### src/design/wbl_pkg.sv
package wbl_pkg;

  localparam int SIZE_W         = 20;
  localparam int LIMIT_W        = 32;
  localparam int PERIOD_W       = 16;
  localparam int RATE_W         = 32;
  localparam int CFG_INDEX_W    = 8;
  localparam int CFG_DATA_W     = 32;
  localparam int WINDOW_DEFAULT = 16;
  localparam int QUEUE_DEPTH    = 4;

  localparam logic [LIMIT_W-1:0]  LIMIT_RESET        = '0;
  localparam logic [PERIOD_W-1:0] TREND_PERIOD_RESET = PERIOD_W'(50);

  typedef enum logic [CFG_INDEX_W-1:0] {
    CFG_LIMIT_BYTES  = CFG_INDEX_W'(0),
    CFG_TREND_PERIOD = CFG_INDEX_W'(1)
  } cfg_reg_t;

  typedef enum logic {
    REQ_MESSAGE = 1'b0,
    REQ_TICK    = 1'b1
  } req_kind_t;

  // control word handed from the budget stage to the ring stage
  typedef struct packed {
    logic valid;
    logic drop;
    logic close;
  } wbl_stage_t;

  function automatic int rem_width(input int window);
    return $clog2(window);
  endfunction

  function automatic int scaled_width(input int window);
    return SIZE_W + $clog2(window + 1);
  endfunction

  // type, size, size / window, size % window, size * window
  function automatic int item_width(input int window);
    return 1 + 2 * SIZE_W + rem_width(window) + scaled_width(window);
  endfunction

endpackage

### src/design/windowed_bandwidth_limiter_unit.sv
// Channel   Direction  Handshake             Payload
// req       in         req_valid / req_stall req_type, msg_len
// rsp       out        rsp_valid / rsp_stall drop, avg_rate
// cfg       in         cfg_valid / cfg_ready cfg_index, cfg_data
//
// One request per cycle sustained while rsp_stall is low; the result passes through
// two divide stages, the queue, the budget stage and the ring stage.
// The budget stage's period-count update is the feedback loop that sets the rate.
// rst is synchronous: clears the pipeline, queue, period state and ring valid bits.
// rsp_stall holds the output; the 4-entry queue absorbs it before req_stall rises.
module windowed_bandwidth_limiter_unit
  import wbl_pkg::*;
#(
  parameter int WINDOW = WINDOW_DEFAULT
) (
  input  logic                   clk,
  input  logic                   rst,
  input  logic                   req_valid,
  output logic                   req_stall,
  input  logic                   req_type,
  input  logic [SIZE_W-1:0]      msg_len,
  output logic                   rsp_valid,
  input  logic                   rsp_stall,
  output logic                   drop,
  output logic [RATE_W-1:0]      avg_rate,
  input  logic                   cfg_valid,
  output logic                   cfg_ready,
  input  logic [CFG_INDEX_W-1:0] cfg_index,
  input  logic [CFG_DATA_W-1:0]  cfg_data
);

  localparam int ITEM_W = item_width(WINDOW);
  localparam int REM_W  = rem_width(WINDOW);

  logic [LIMIT_W-1:0]  limit_bytes;
  logic [PERIOD_W-1:0] trend_period_ticks;

  logic                push;
  logic [ITEM_W-1:0]   push_data;
  logic                full;
  logic                pop;
  logic [ITEM_W-1:0]   pop_data;
  logic                empty;
  logic                take;
  wbl_stage_t          stage;
  logic [RATE_W-1:0]   close_quot;
  logic [REM_W-1:0]    close_rem;

  assign cfg_ready = 1'b1;

  always_ff @(posedge clk) begin
    if (rst) begin
      limit_bytes        <= LIMIT_RESET;
      trend_period_ticks <= TREND_PERIOD_RESET;
    end else if (cfg_valid && cfg_ready) begin
      case (cfg_index)
        CFG_LIMIT_BYTES:  limit_bytes        <= cfg_data[LIMIT_W-1:0];
        CFG_TREND_PERIOD: trend_period_ticks <= cfg_data[PERIOD_W-1:0];
        default: ;
      endcase
    end
  end

  wbl_front #(
    .WINDOW (WINDOW)
  ) u_front (
    .clk       (clk),
    .rst       (rst),
    .req_valid (req_valid),
    .req_stall (req_stall),
    .req_type  (req_type),
    .msg_len   (msg_len),
    .push      (push),
    .push_data (push_data),
    .full      (full)
  );

  wbl_fifo #(
    .WIDTH (ITEM_W),
    .DEPTH (QUEUE_DEPTH)
  ) u_fifo (
    .clk       (clk),
    .rst       (rst),
    .push      (push),
    .push_data (push_data),
    .full      (full),
    .pop       (pop),
    .pop_data  (pop_data),
    .empty     (empty)
  );

  wbl_exec #(
    .WINDOW (WINDOW)
  ) u_exec (
    .clk                (clk),
    .rst                (rst),
    .limit_bytes        (limit_bytes),
    .trend_period_ticks (trend_period_ticks),
    .empty              (empty),
    .pop_data           (pop_data),
    .pop                (pop),
    .take               (take),
    .stage              (stage),
    .close_quot         (close_quot),
    .close_rem          (close_rem)
  );

  wbl_ring #(
    .WINDOW (WINDOW)
  ) u_ring (
    .clk        (clk),
    .rst        (rst),
    .stage      (stage),
    .close_quot (close_quot),
    .close_rem  (close_rem),
    .take       (take),
    .rsp_valid  (rsp_valid),
    .rsp_stall  (rsp_stall),
    .drop       (drop),
    .avg_rate   (avg_rate)
  );

endmodule

### src/design/wbl_front.sv
module wbl_front
  import wbl_pkg::*;
#(
  parameter int WINDOW = WINDOW_DEFAULT
) (
  input  logic                          clk,
  input  logic                          rst,
  input  logic                          req_valid,
  output logic                          req_stall,
  input  logic                          req_type,
  input  logic [SIZE_W-1:0]             msg_len,
  output logic                          push,
  output logic [item_width(WINDOW)-1:0] push_data,
  input  logic                          full
);

  localparam int REM_W     = rem_width(WINDOW);
  localparam int SCALED_W  = scaled_width(WINDOW);
  localparam int DIV_SHIFT = SIZE_W + $clog2(WINDOW);
  localparam int PROD_W    = SIZE_W + DIV_SHIFT;
  // ceil(2^k / WINDOW): exact floor quotient for every SIZE_W-bit size
  localparam logic [DIV_SHIFT-1:0] DIV_MULT =
    DIV_SHIFT'(((64'd1 << DIV_SHIFT) + 64'(WINDOW) - 64'd1) / 64'(WINDOW));

  logic                valid_a;
  logic                type_a;
  logic [SIZE_W-1:0]   size_a;
  logic [SIZE_W-1:0]   quot_a;
  logic                valid_b;
  logic                type_b;
  logic [SIZE_W-1:0]   size_b;
  logic [SIZE_W-1:0]   quot_b;
  logic [REM_W-1:0]    rem_b;
  logic [SCALED_W-1:0] scaled_b;

  logic                en_a;
  logic                en_b;
  logic [PROD_W-1:0]   prod;
  logic [SIZE_W-1:0]   quot_times_w;
  logic [SIZE_W-1:0]   rem_full;
  logic [SCALED_W-1:0] scaled_a;

  assign en_b      = !valid_b || !full;
  assign en_a      = !valid_a || en_b;
  assign req_stall = !en_a;
  assign push      = valid_b && !full;
  assign push_data = {type_b, size_b, quot_b, rem_b, scaled_b};

  assign prod         = PROD_W'(msg_len) * PROD_W'(DIV_MULT);
  assign quot_times_w = SIZE_W'(quot_a * SIZE_W'(WINDOW));
  assign rem_full     = size_a - quot_times_w;
  assign scaled_a     = SCALED_W'(size_a) * SCALED_W'(WINDOW);

  always_ff @(posedge clk) begin
    if (rst) begin
      valid_a <= 1'b0;
      valid_b <= 1'b0;
    end else begin
      if (en_a) begin
        valid_a <= req_valid;
      end
      if (en_b) begin
        valid_b <= valid_a;
      end
    end
  end

  always_ff @(posedge clk) begin
    if (en_a && req_valid) begin
      type_a <= req_type;
      size_a <= msg_len;
      quot_a <= prod[DIV_SHIFT +: SIZE_W];
    end
    if (en_b && valid_a) begin
      type_b   <= type_a;
      size_b   <= size_a;
      quot_b   <= quot_a;
      rem_b    <= rem_full[REM_W-1:0];
      scaled_b <= scaled_a;
    end
  end

endmodule

### src/design/wbl_fifo.sv
module wbl_fifo
  import wbl_pkg::*;
#(
  parameter int WIDTH = item_width(WINDOW_DEFAULT),
  parameter int DEPTH = QUEUE_DEPTH
) (
  input  logic             clk,
  input  logic             rst,
  input  logic             push,
  input  logic [WIDTH-1:0] push_data,
  output logic             full,
  input  logic             pop,
  output logic [WIDTH-1:0] pop_data,
  output logic             empty
);

  localparam int AW = (DEPTH > 1) ? $clog2(DEPTH) : 1;

  logic [WIDTH-1:0] slots [DEPTH];
  logic [AW-1:0]    wr_ptr;
  logic [AW-1:0]    rd_ptr;
  logic [AW:0]      count;
  logic             do_push;
  logic             do_pop;

  assign full     = (count == (AW + 1)'(DEPTH));
  assign empty    = (count == '0);
  assign do_push  = push && !full;
  assign do_pop   = pop && !empty;
  assign pop_data = slots[rd_ptr];

  always_ff @(posedge clk) begin
    if (rst) begin
      wr_ptr <= '0;
      rd_ptr <= '0;
      count  <= '0;
    end else begin
      if (do_push) begin
        wr_ptr <= (wr_ptr == AW'(DEPTH - 1)) ? '0 : wr_ptr + AW'(1);
      end
      if (do_pop) begin
        rd_ptr <= (rd_ptr == AW'(DEPTH - 1)) ? '0 : rd_ptr + AW'(1);
      end
      case ({do_push, do_pop})
        2'b10:   count <= count + (AW + 1)'(1);
        2'b01:   count <= count - (AW + 1)'(1);
        default: count <= count;
      endcase
    end
  end

  always_ff @(posedge clk) begin
    if (do_push) begin
      slots[wr_ptr] <= push_data;
    end
  end

endmodule

### src/design/wbl_exec.sv
module wbl_exec
  import wbl_pkg::*;
#(
  parameter int WINDOW = WINDOW_DEFAULT
) (
  input  logic                          clk,
  input  logic                          rst,
  input  logic [LIMIT_W-1:0]            limit_bytes,
  input  logic [PERIOD_W-1:0]           trend_period_ticks,
  input  logic                          empty,
  input  logic [item_width(WINDOW)-1:0] pop_data,
  output logic                          pop,
  input  logic                          take,
  output wbl_stage_t                    stage,
  output logic [RATE_W-1:0]             close_quot,
  output logic [rem_width(WINDOW)-1:0]  close_rem
);

  localparam int REM_W    = rem_width(WINDOW);
  localparam int SCALED_W = scaled_width(WINDOW);

  logic                item_type;
  logic [SIZE_W-1:0]   item_size;
  logic [SIZE_W-1:0]   item_quot;
  logic [REM_W-1:0]    item_rem;
  logic [SCALED_W-1:0] item_scaled;

  logic [LIMIT_W-1:0]  period_bytes;
  logic [RATE_W-1:0]   period_quot;
  logic [REM_W-1:0]    period_rem;
  logic [PERIOD_W-1:0] elapsed;

  logic [LIMIT_W-1:0]  period_bytes_next;
  logic [RATE_W-1:0]   period_quot_next;
  logic [REM_W-1:0]    period_rem_next;
  logic [PERIOD_W-1:0] elapsed_next;
  logic [RATE_W-1:0]   kept_quot;
  logic [REM_W-1:0]    kept_rem;
  logic                drop_next;
  logic                close_next;

  logic [LIMIT_W:0]    total;
  logic                over_share;
  logic [REM_W:0]      rem_sum;
  logic                rem_carry;
  logic [RATE_W-1:0]   admit_quot;
  logic [REM_W-1:0]    admit_rem;
  logic                en_e;

  assign {item_type, item_size, item_quot, item_rem, item_scaled} = pop_data;

  assign en_e = !stage.valid || take;
  assign pop  = !empty && en_e;

  // size > floor(limit / WINDOW) is the same test as size * WINDOW > limit
  assign total      = {1'b0, period_bytes} + (LIMIT_W + 1)'(item_size);
  assign over_share = LIMIT_W'(item_scaled) > limit_bytes;
  assign rem_sum    = (REM_W + 1)'(period_rem) + (REM_W + 1)'(item_rem);
  assign rem_carry  = rem_sum >= (REM_W + 1)'(WINDOW);
  assign admit_quot = period_quot + RATE_W'(item_quot) + RATE_W'(rem_carry);
  assign admit_rem  = rem_carry ? REM_W'(rem_sum - (REM_W + 1)'(WINDOW)) : REM_W'(rem_sum);

  always_comb begin
    period_bytes_next = period_bytes;
    period_quot_next  = period_quot;
    period_rem_next   = period_rem;
    elapsed_next      = elapsed;
    kept_quot         = period_quot;
    kept_rem          = period_rem;
    drop_next         = 1'b0;
    close_next        = 1'b0;
    if (item_type == REQ_TICK) begin
      if (elapsed != '1) begin
        elapsed_next = elapsed + PERIOD_W'(1);
      end
    end else if (limit_bytes != '0) begin
      if (over_share || total > {1'b0, limit_bytes}) begin
        drop_next = 1'b1;
      end else begin
        period_bytes_next = total[LIMIT_W-1:0];
        period_quot_next  = admit_quot;
        period_rem_next   = admit_rem;
        kept_quot         = admit_quot;
        kept_rem          = admit_rem;
      end
      // period ends after the admission decision
      if (elapsed > trend_period_ticks) begin
        close_next        = 1'b1;
        period_bytes_next = '0;
        period_quot_next  = '0;
        period_rem_next   = '0;
        elapsed_next      = '0;
      end
    end
  end

  always_ff @(posedge clk) begin
    if (rst) begin
      stage.valid  <= 1'b0;
      period_bytes <= '0;
      period_quot  <= '0;
      period_rem   <= '0;
      elapsed      <= '0;
    end else begin
      if (en_e) begin
        stage.valid <= !empty;
      end
      if (pop) begin
        stage.drop   <= drop_next;
        stage.close  <= close_next;
        period_bytes <= period_bytes_next;
        period_quot  <= period_quot_next;
        period_rem   <= period_rem_next;
        elapsed      <= elapsed_next;
      end
    end
  end

  always_ff @(posedge clk) begin
    if (pop) begin
      close_quot <= kept_quot;
      close_rem  <= kept_rem;
    end
  end

endmodule

### src/design/wbl_ring.sv
module wbl_ring
  import wbl_pkg::*;
#(
  parameter int WINDOW = WINDOW_DEFAULT
) (
  input  logic                         clk,
  input  logic                         rst,
  input  wbl_stage_t                   stage,
  input  logic [RATE_W-1:0]            close_quot,
  input  logic [rem_width(WINDOW)-1:0] close_rem,
  output logic                         take,
  output logic                         rsp_valid,
  input  logic                         rsp_stall,
  output logic                         drop,
  output logic [RATE_W-1:0]            avg_rate
);

  localparam int REM_W   = rem_width(WINDOW);
  localparam int PTR_W   = $clog2(WINDOW);
  localparam int ENTRY_W = RATE_W + REM_W;

  // each slot keeps a period count as quotient and remainder by WINDOW,
  // so the mean is the running quotient sum with a remainder carry
  logic [ENTRY_W-1:0] ring_mem [WINDOW];
  logic [WINDOW-1:0]  ring_valid;
  logic [ENTRY_W-1:0] old_entry;
  logic [PTR_W-1:0]   ptr;
  logic [PTR_W-1:0]   ptr_next;
  logic [RATE_W-1:0]  mean_rate;
  logic [REM_W-1:0]   rate_rem;

  logic               advance;
  logic               do_close;
  logic [RATE_W-1:0]  old_quot;
  logic [REM_W-1:0]   old_rem;
  logic [REM_W+1:0]   rem_tmp;
  logic               rem_neg;
  logic               rem_big;
  logic [REM_W+1:0]   rem_fix;
  logic [RATE_W+1:0]  mean_tmp;
  logic [RATE_W-1:0]  mean_next;

  assign take     = !rsp_valid || !rsp_stall;
  assign advance  = stage.valid && take;
  assign do_close = advance && stage.close;
  assign ptr_next = !do_close ? ptr :
                    (ptr == PTR_W'(WINDOW - 1)) ? '0 : ptr + PTR_W'(1);

  assign {old_quot, old_rem} = old_entry;

  assign rem_tmp = (REM_W + 2)'(rate_rem) + (REM_W + 2)'(close_rem) - (REM_W + 2)'(old_rem);
  assign rem_neg = rem_tmp[REM_W+1];
  assign rem_big = !rem_neg && (rem_tmp >= (REM_W + 2)'(WINDOW));
  assign rem_fix = rem_neg ? rem_tmp + (REM_W + 2)'(WINDOW) :
                   rem_big ? rem_tmp - (REM_W + 2)'(WINDOW) : rem_tmp;

  assign mean_tmp  = (RATE_W + 2)'(mean_rate) + (RATE_W + 2)'(close_quot)
                   - (RATE_W + 2)'(old_quot) + (RATE_W + 2)'(rem_big)
                   - (RATE_W + 2)'(rem_neg);
  assign mean_next = do_close ? mean_tmp[RATE_W-1:0] : mean_rate;

  always_ff @(posedge clk) begin
    if (rst) begin
      ring_valid <= '0;
      ptr        <= '0;
      mean_rate  <= '0;
      rate_rem   <= '0;
      rsp_valid  <= 1'b0;
      old_entry  <= '0;
    end else begin
      if (do_close) begin
        ring_valid[ptr] <= 1'b1;
        rate_rem        <= rem_fix[REM_W-1:0];
      end
      ptr       <= ptr_next;
      mean_rate <= mean_next;
      // prefetch the slot that the next close overwrites
      old_entry <= ring_valid[ptr_next] ? ring_mem[ptr_next] : '0;
      if (take) begin
        rsp_valid <= stage.valid;
      end
    end
  end

  always_ff @(posedge clk) begin
    if (do_close) begin
      ring_mem[ptr] <= {close_quot, close_rem};
    end
  end

  always_ff @(posedge clk) begin
    if (advance) begin
      drop     <= stage.drop;
      avg_rate <= mean_next;
    end
  end

  a_rem_range: assert property (@(posedge clk) disable iff (rst)
    32'(rate_rem) < WINDOW)
    else $error("ring remainder out of range");

  a_close_fills_slot: assert property (@(posedge clk) disable iff (rst)
    do_close |=> ring_valid[$past(ptr)])
    else $error("closed period not stored in ring");

  a_mean_on_output: assert property (@(posedge clk) disable iff (rst)
    advance |=> (avg_rate == mean_rate))
    else $error("reported rate differs from running mean");

  a_ptr_moves_on_close: assert property (@(posedge clk) disable iff (rst)
    !do_close |=> $stable(ptr))
    else $error("ring pointer moved without a close");

endmodule

### config.mk
export PLATFORM = sky130hd
export DESIGN_NAME = windowed_bandwidth_limiter_unit
export DESIGN_NICKNAME = d
export VERILOG_FILES = /design/src/design/wbl_pkg.sv /design/src/design/windowed_bandwidth_limiter_unit.sv /design/src/design/wbl_front.sv /design/src/design/wbl_fifo.sv /design/src/design/wbl_exec.sv /design/src/design/wbl_ring.sv
export SDC_FILE = /design/constraint.sdc
export NUM_CORES = 2
export LEC_CHECK = 0
export BUFFER_PORTS_ARGS = -buffer_cell sky130_fd_sc_hd__buf_2
export CORE_MARGIN = 1
export CORE_UTILIZATION = 57
export DETAILED_ROUTE_END_ITERATION = 12
export MAX_ROUTING_LAYER = met4
export PLACE_DENSITY_LB_ADDON = 0.2
export SETUP_SLACK_MARGIN = 0.15
export SLEW_MARGIN = 20
export SYNTH_ARGS = -nofsm -noshare
export SYNTH_HDL_FRONTEND = slang
export SYNTH_SLANG_ARGS = --single-unit
### constraint.sdc
create_clock -name clk -period 5.3 [get_ports clk]
set_input_delay 1.06 -clock clk [delete_from_list [all_inputs] [get_ports clk]]
set_output_delay 1.06 -clock clk [all_outputs]
set_load 0.01 [all_outputs]
==> results.sh <==
export IMPL_detail_route_iter0_violations=2206
export IMPL_num_io_pins=102
export IMPL_total_cell_area_at_the_placement_stage_um2=47700
export IMPL_min_path_type="reg2reg"
export IMPL_route_antenna_remaining_nets=0
export IMPL_antennaDiodeCount=0
export IMPL_critPathRequiredTime_ns=5.70
export IMPL_gr_usage_met3_pct=3.18
export IMPL_wl_um=111000
export IMPL_yosys_area_top_type_share_pct=52.3
export IMPL_cts_htree_levels=3
export IMPL_place_detailed_hpwl_um=71200
export IMPL_grt_met1_usage_pct=35.5
export IMPL_grt_pass1_wl_um=165000
export IMPL_clock_insertion_delay_worst_skew_ns=0.69
export IMPL_count_of_mapped_cells_out_of_synthesis=3045
export IMPL_critPathLaunchType="flip-flop"
export IMPL_cell_taking_the_most_area_after_synthesis="edfxtp_1"
export IMPL_gp_congestion=0.955
export IMPL_synth_top_cells_by_area="edfxtp_1, dfxtp_1, mux4_2"
export IMPL_fin_nets=3683
export IMPL_tritoncts_num_sinks=1010
export IMPL_finalHoldViolCount=0
export IMPL_die_height_um=281
export IMPL_achievable_clock_frequency_mhz=178
export IMPL_max_stage_delay_ns=0.58
export IMPL_critical_path_reg2reg_endpoint="u_exec.close_quot[10]"
export IMPL_synth_seq_cells=1010
export IMPL_detail_route_drc_violations=0
export IMPL_global_route_overflow_total=0
export IMPL_path_max_fanout=6
export IMPL_rsz0062_at_grt="true"
export IMPL_routed_via_density=6.06
export IMPL_die_w_um=281
export IMPL_route_vias_total=27300
export IMPL_critPathKind="reg2reg"
export IMPL_largest_net_degree_at_the_start_of_global_routing=114
export IMPL_failed_checks="negative setup slack"
export IMPL_rrSetupSlack_ns=-0.32
export IMPL_avgRoutedWirePerCell_um=24.5
export IMPL_clock_root_buffer="clkbuf_16"
export IMPL_synth_distinct_cells=82
export IMPL_hold_ws_ns=0.419
export IMPL_timing_final_crit_share_pct=106
export IMPL_dp_cells=4243
export IMPL_max_slew_margin_pct=28.6
export IMPL_buffer_ports_inserted=100
export IMPL_finish_utilization_pct=68.9
export IMPL_power_density_nw_per_um2=518
export IMPL_worst_path_most_repeated_cell="buf_4"
export IMPL_synth_seq_area_share_pct=62.9
export IMPL_max_slew_worst_pin_slew_ns=1.07
export IMPL_cts_buffers=101
export IMPL_synthesis_nets=3336
export IMPL_least_setup_slack_across_all_paths_after_layout_ns=-0.322
export IMPL_tritoncts="built"
export IMPL_floorplan_initialDensity_pct=58.0
export IMPL_timing_clock_skew_ns=0.0395
export IMPL_preCtsSetupSlack_ns=-0.558
export IMPL_summed_instance_area_of_the_synthesized_netlist_um2=44400
export IMPL_worst_path_dominant_cell_family="multiplexers"
export IMPL_clk_pin_slew_ns=0.06
export IMPL_area_growth_pct=18.8
export IMPL_synth_ff_type="edfxtp_1"
export IMPL_setup_violations_final=106
export IMPL_first_global_vias=28000
export IMPL_cts_hold_fix_buffers=0
export IMPL_core_rowCount=101
export IMPL_design_power_total_mw=27.3
export IMPL_status="finished, violations left"
export IMPL_layout_drive_gt1_share_pct=25.9
export IMPL_hp_start="u_front.size_a[1]"
export IMPL_static_leakage_power_nw=19.2
export IMPL_hold_path_endpoint="u_front.rem_b[1]"
export IMPL_worst_path_max_delay_cell="mux4_2"
export IMPL_period_needed_ns=5.62
export IMPL_edff_count_synth=773
export IMPL_worst_r2r_path_depth=25
export IMPL_max_cap_viol_count=0
export IMPL_yosysWarnings=0
export IMPL_cp_end_kind="flip-flop"
export IMPL_design_die_area_um2=79000
export IMPL_number_of_antenna_violations_at_the_first_check_in_global_routing=0
export IMPL_synth_avg_cell_area_um2=14.6
export IMPL_timing_critical_path_buf_inv=7
export IMPL_arrival_ns=6.02
export IMPL_floorplan_core_area_um2=76600
export IMPL_layout_cells_most_common="edfxtp_1"
export IMPL_grt_util_met2_pct=48.6
export IMPL_report_final_slew_viol_count=0
export IMPL_global_route_peak_usage_layer="met2"
export IMPL_tns_ns=-21.07
export IMPL_max_vdd_ir_drop_uv=383
export IMPL_layout_cells_non_filler=4510
export IMPL_postSynth_asyncResetShare_pct=0
export IMPL_layout_cells_most_common_list="edfxtp_1, dfxtp_1, buf_4"
export IMPL_final_area_um2=52800
export IMPL_drt_pass1_iterations=5
export IMPL_grt_usage_pct=29.1
export IMPL_cts_buffer_depth=3
export IMPL_hold_path_depth=0
## power breakdown
group	leakage (nW)	internal [mW]	total, mW	switching [mW]
logic	8.57	4.19	9.25	5.05
registers	8.99	9.77	10.7	0.897
clock network	1.68	4.31	7.41	3.11
total	19.2	18.3	27.3	9.06
## registers in the layout (all words and copies together) (netlist names), 2 cells and up, named ones only
signal and count:
u_exec.close_quot 32, u_exec.period_quot 32, u_ring.ring_valid 16, u_front.size_a 20, u_ring.rate_rem 4, u_exec.close_rem 4, u_fifo.wr_ptr 2, u_fifo.slots 84
u_ring.ring_mem 576, u_exec.period_rem 4, u_ring.avg_rate 32, limit_bytes 32, u_front.rem_b 3, u_ring.ptr 4, trend_period_ticks 16, u_exec.stage 3
u_fifo.rd_ptr 2, u_exec.elapsed 16, u_ring.mean_rate 32, u_front.size_b 17, u_ring.old_entry 36, u_exec.period_bytes 32, u_fifo.count 3
## how the worst max path moves through the flow
stage | from | end | slack, ns | cells past startpoint
floorplan | flip-flop | u_exec.period_bytes[31] | -0.11 | 22
CTS | flip-flop | u_exec.close_rem[2] | -0.22 | 22
global route | flip-flop | u_exec.close_quot[13] | -0.55 | 25
detailed placement | flip-flop | u_exec.period_quot[25] | -0.56 | 25
finish | flip-flop | u_exec.close_quot[10] | -0.32 | 25
global placement | flip-flop | u_exec.period_quot[25] | -0.51 | 24
## synthesized netlist by cell type (38+ instances only)
cell / instances
a211oi_1: 86
buf_2: 38
inv_1: 199
nand2_1: 199
fa_1: 42
mux4_2: 169
clkbuf_1: 67
nand3_1: 54
edfxtp_1: 773
a21o_1: 49
nor2_1: 127
ha_1: 183
a22o_1: 42
nor2b_1: 56
dfxtp_1: 237
a21oi_1: 135
xnor2_1: 60
mux2i_1: 58
o21ai_0: 73
## cell type report
cell class | instances | area (um^2)
flip-flops and latches | 1010 | 28000
clock buffers | 123 | 2700
multi-input cells | 1713 | 16300
well taps | 1030 | 1290
inverters | 199 | 747
fillers | 5150 | 23800
clock inverters | 68 | 815
repair buffers | 367 | 2980
## metal layers
metal	wire, um	part of all wire [%]
met4	5590	5.0
met2	56100	51
met3	5010	4.5
met1	44000	40
met5	0	0
## cell families after synthesis
| kind of cell | count (synthesis) | share of synthesized area [%] |
|---|---|---|
| compound gates | 514 | 7.82 |
| buf+inv | 322 | 2.90 |
| xor+xnor | 90 | 1.77 |
| fa+ha+maj | 225 | 7.05 |
| flops | 1010 | 62.9 |
| simple gates | 629 | 6.95 |
| mux | 254 | 10.6 |
| other cells | 1 | 0.00844 |
## repair_timing
action | 4_1_cts | 5_1_grt
setup endpoints to repair | 143 | 145
pin swaps | 69 | 62
resized for setup | 125 | 76
cloned | 5 | 5
setup buffers | 45 | 21
(Power assumes the default switching activity.)
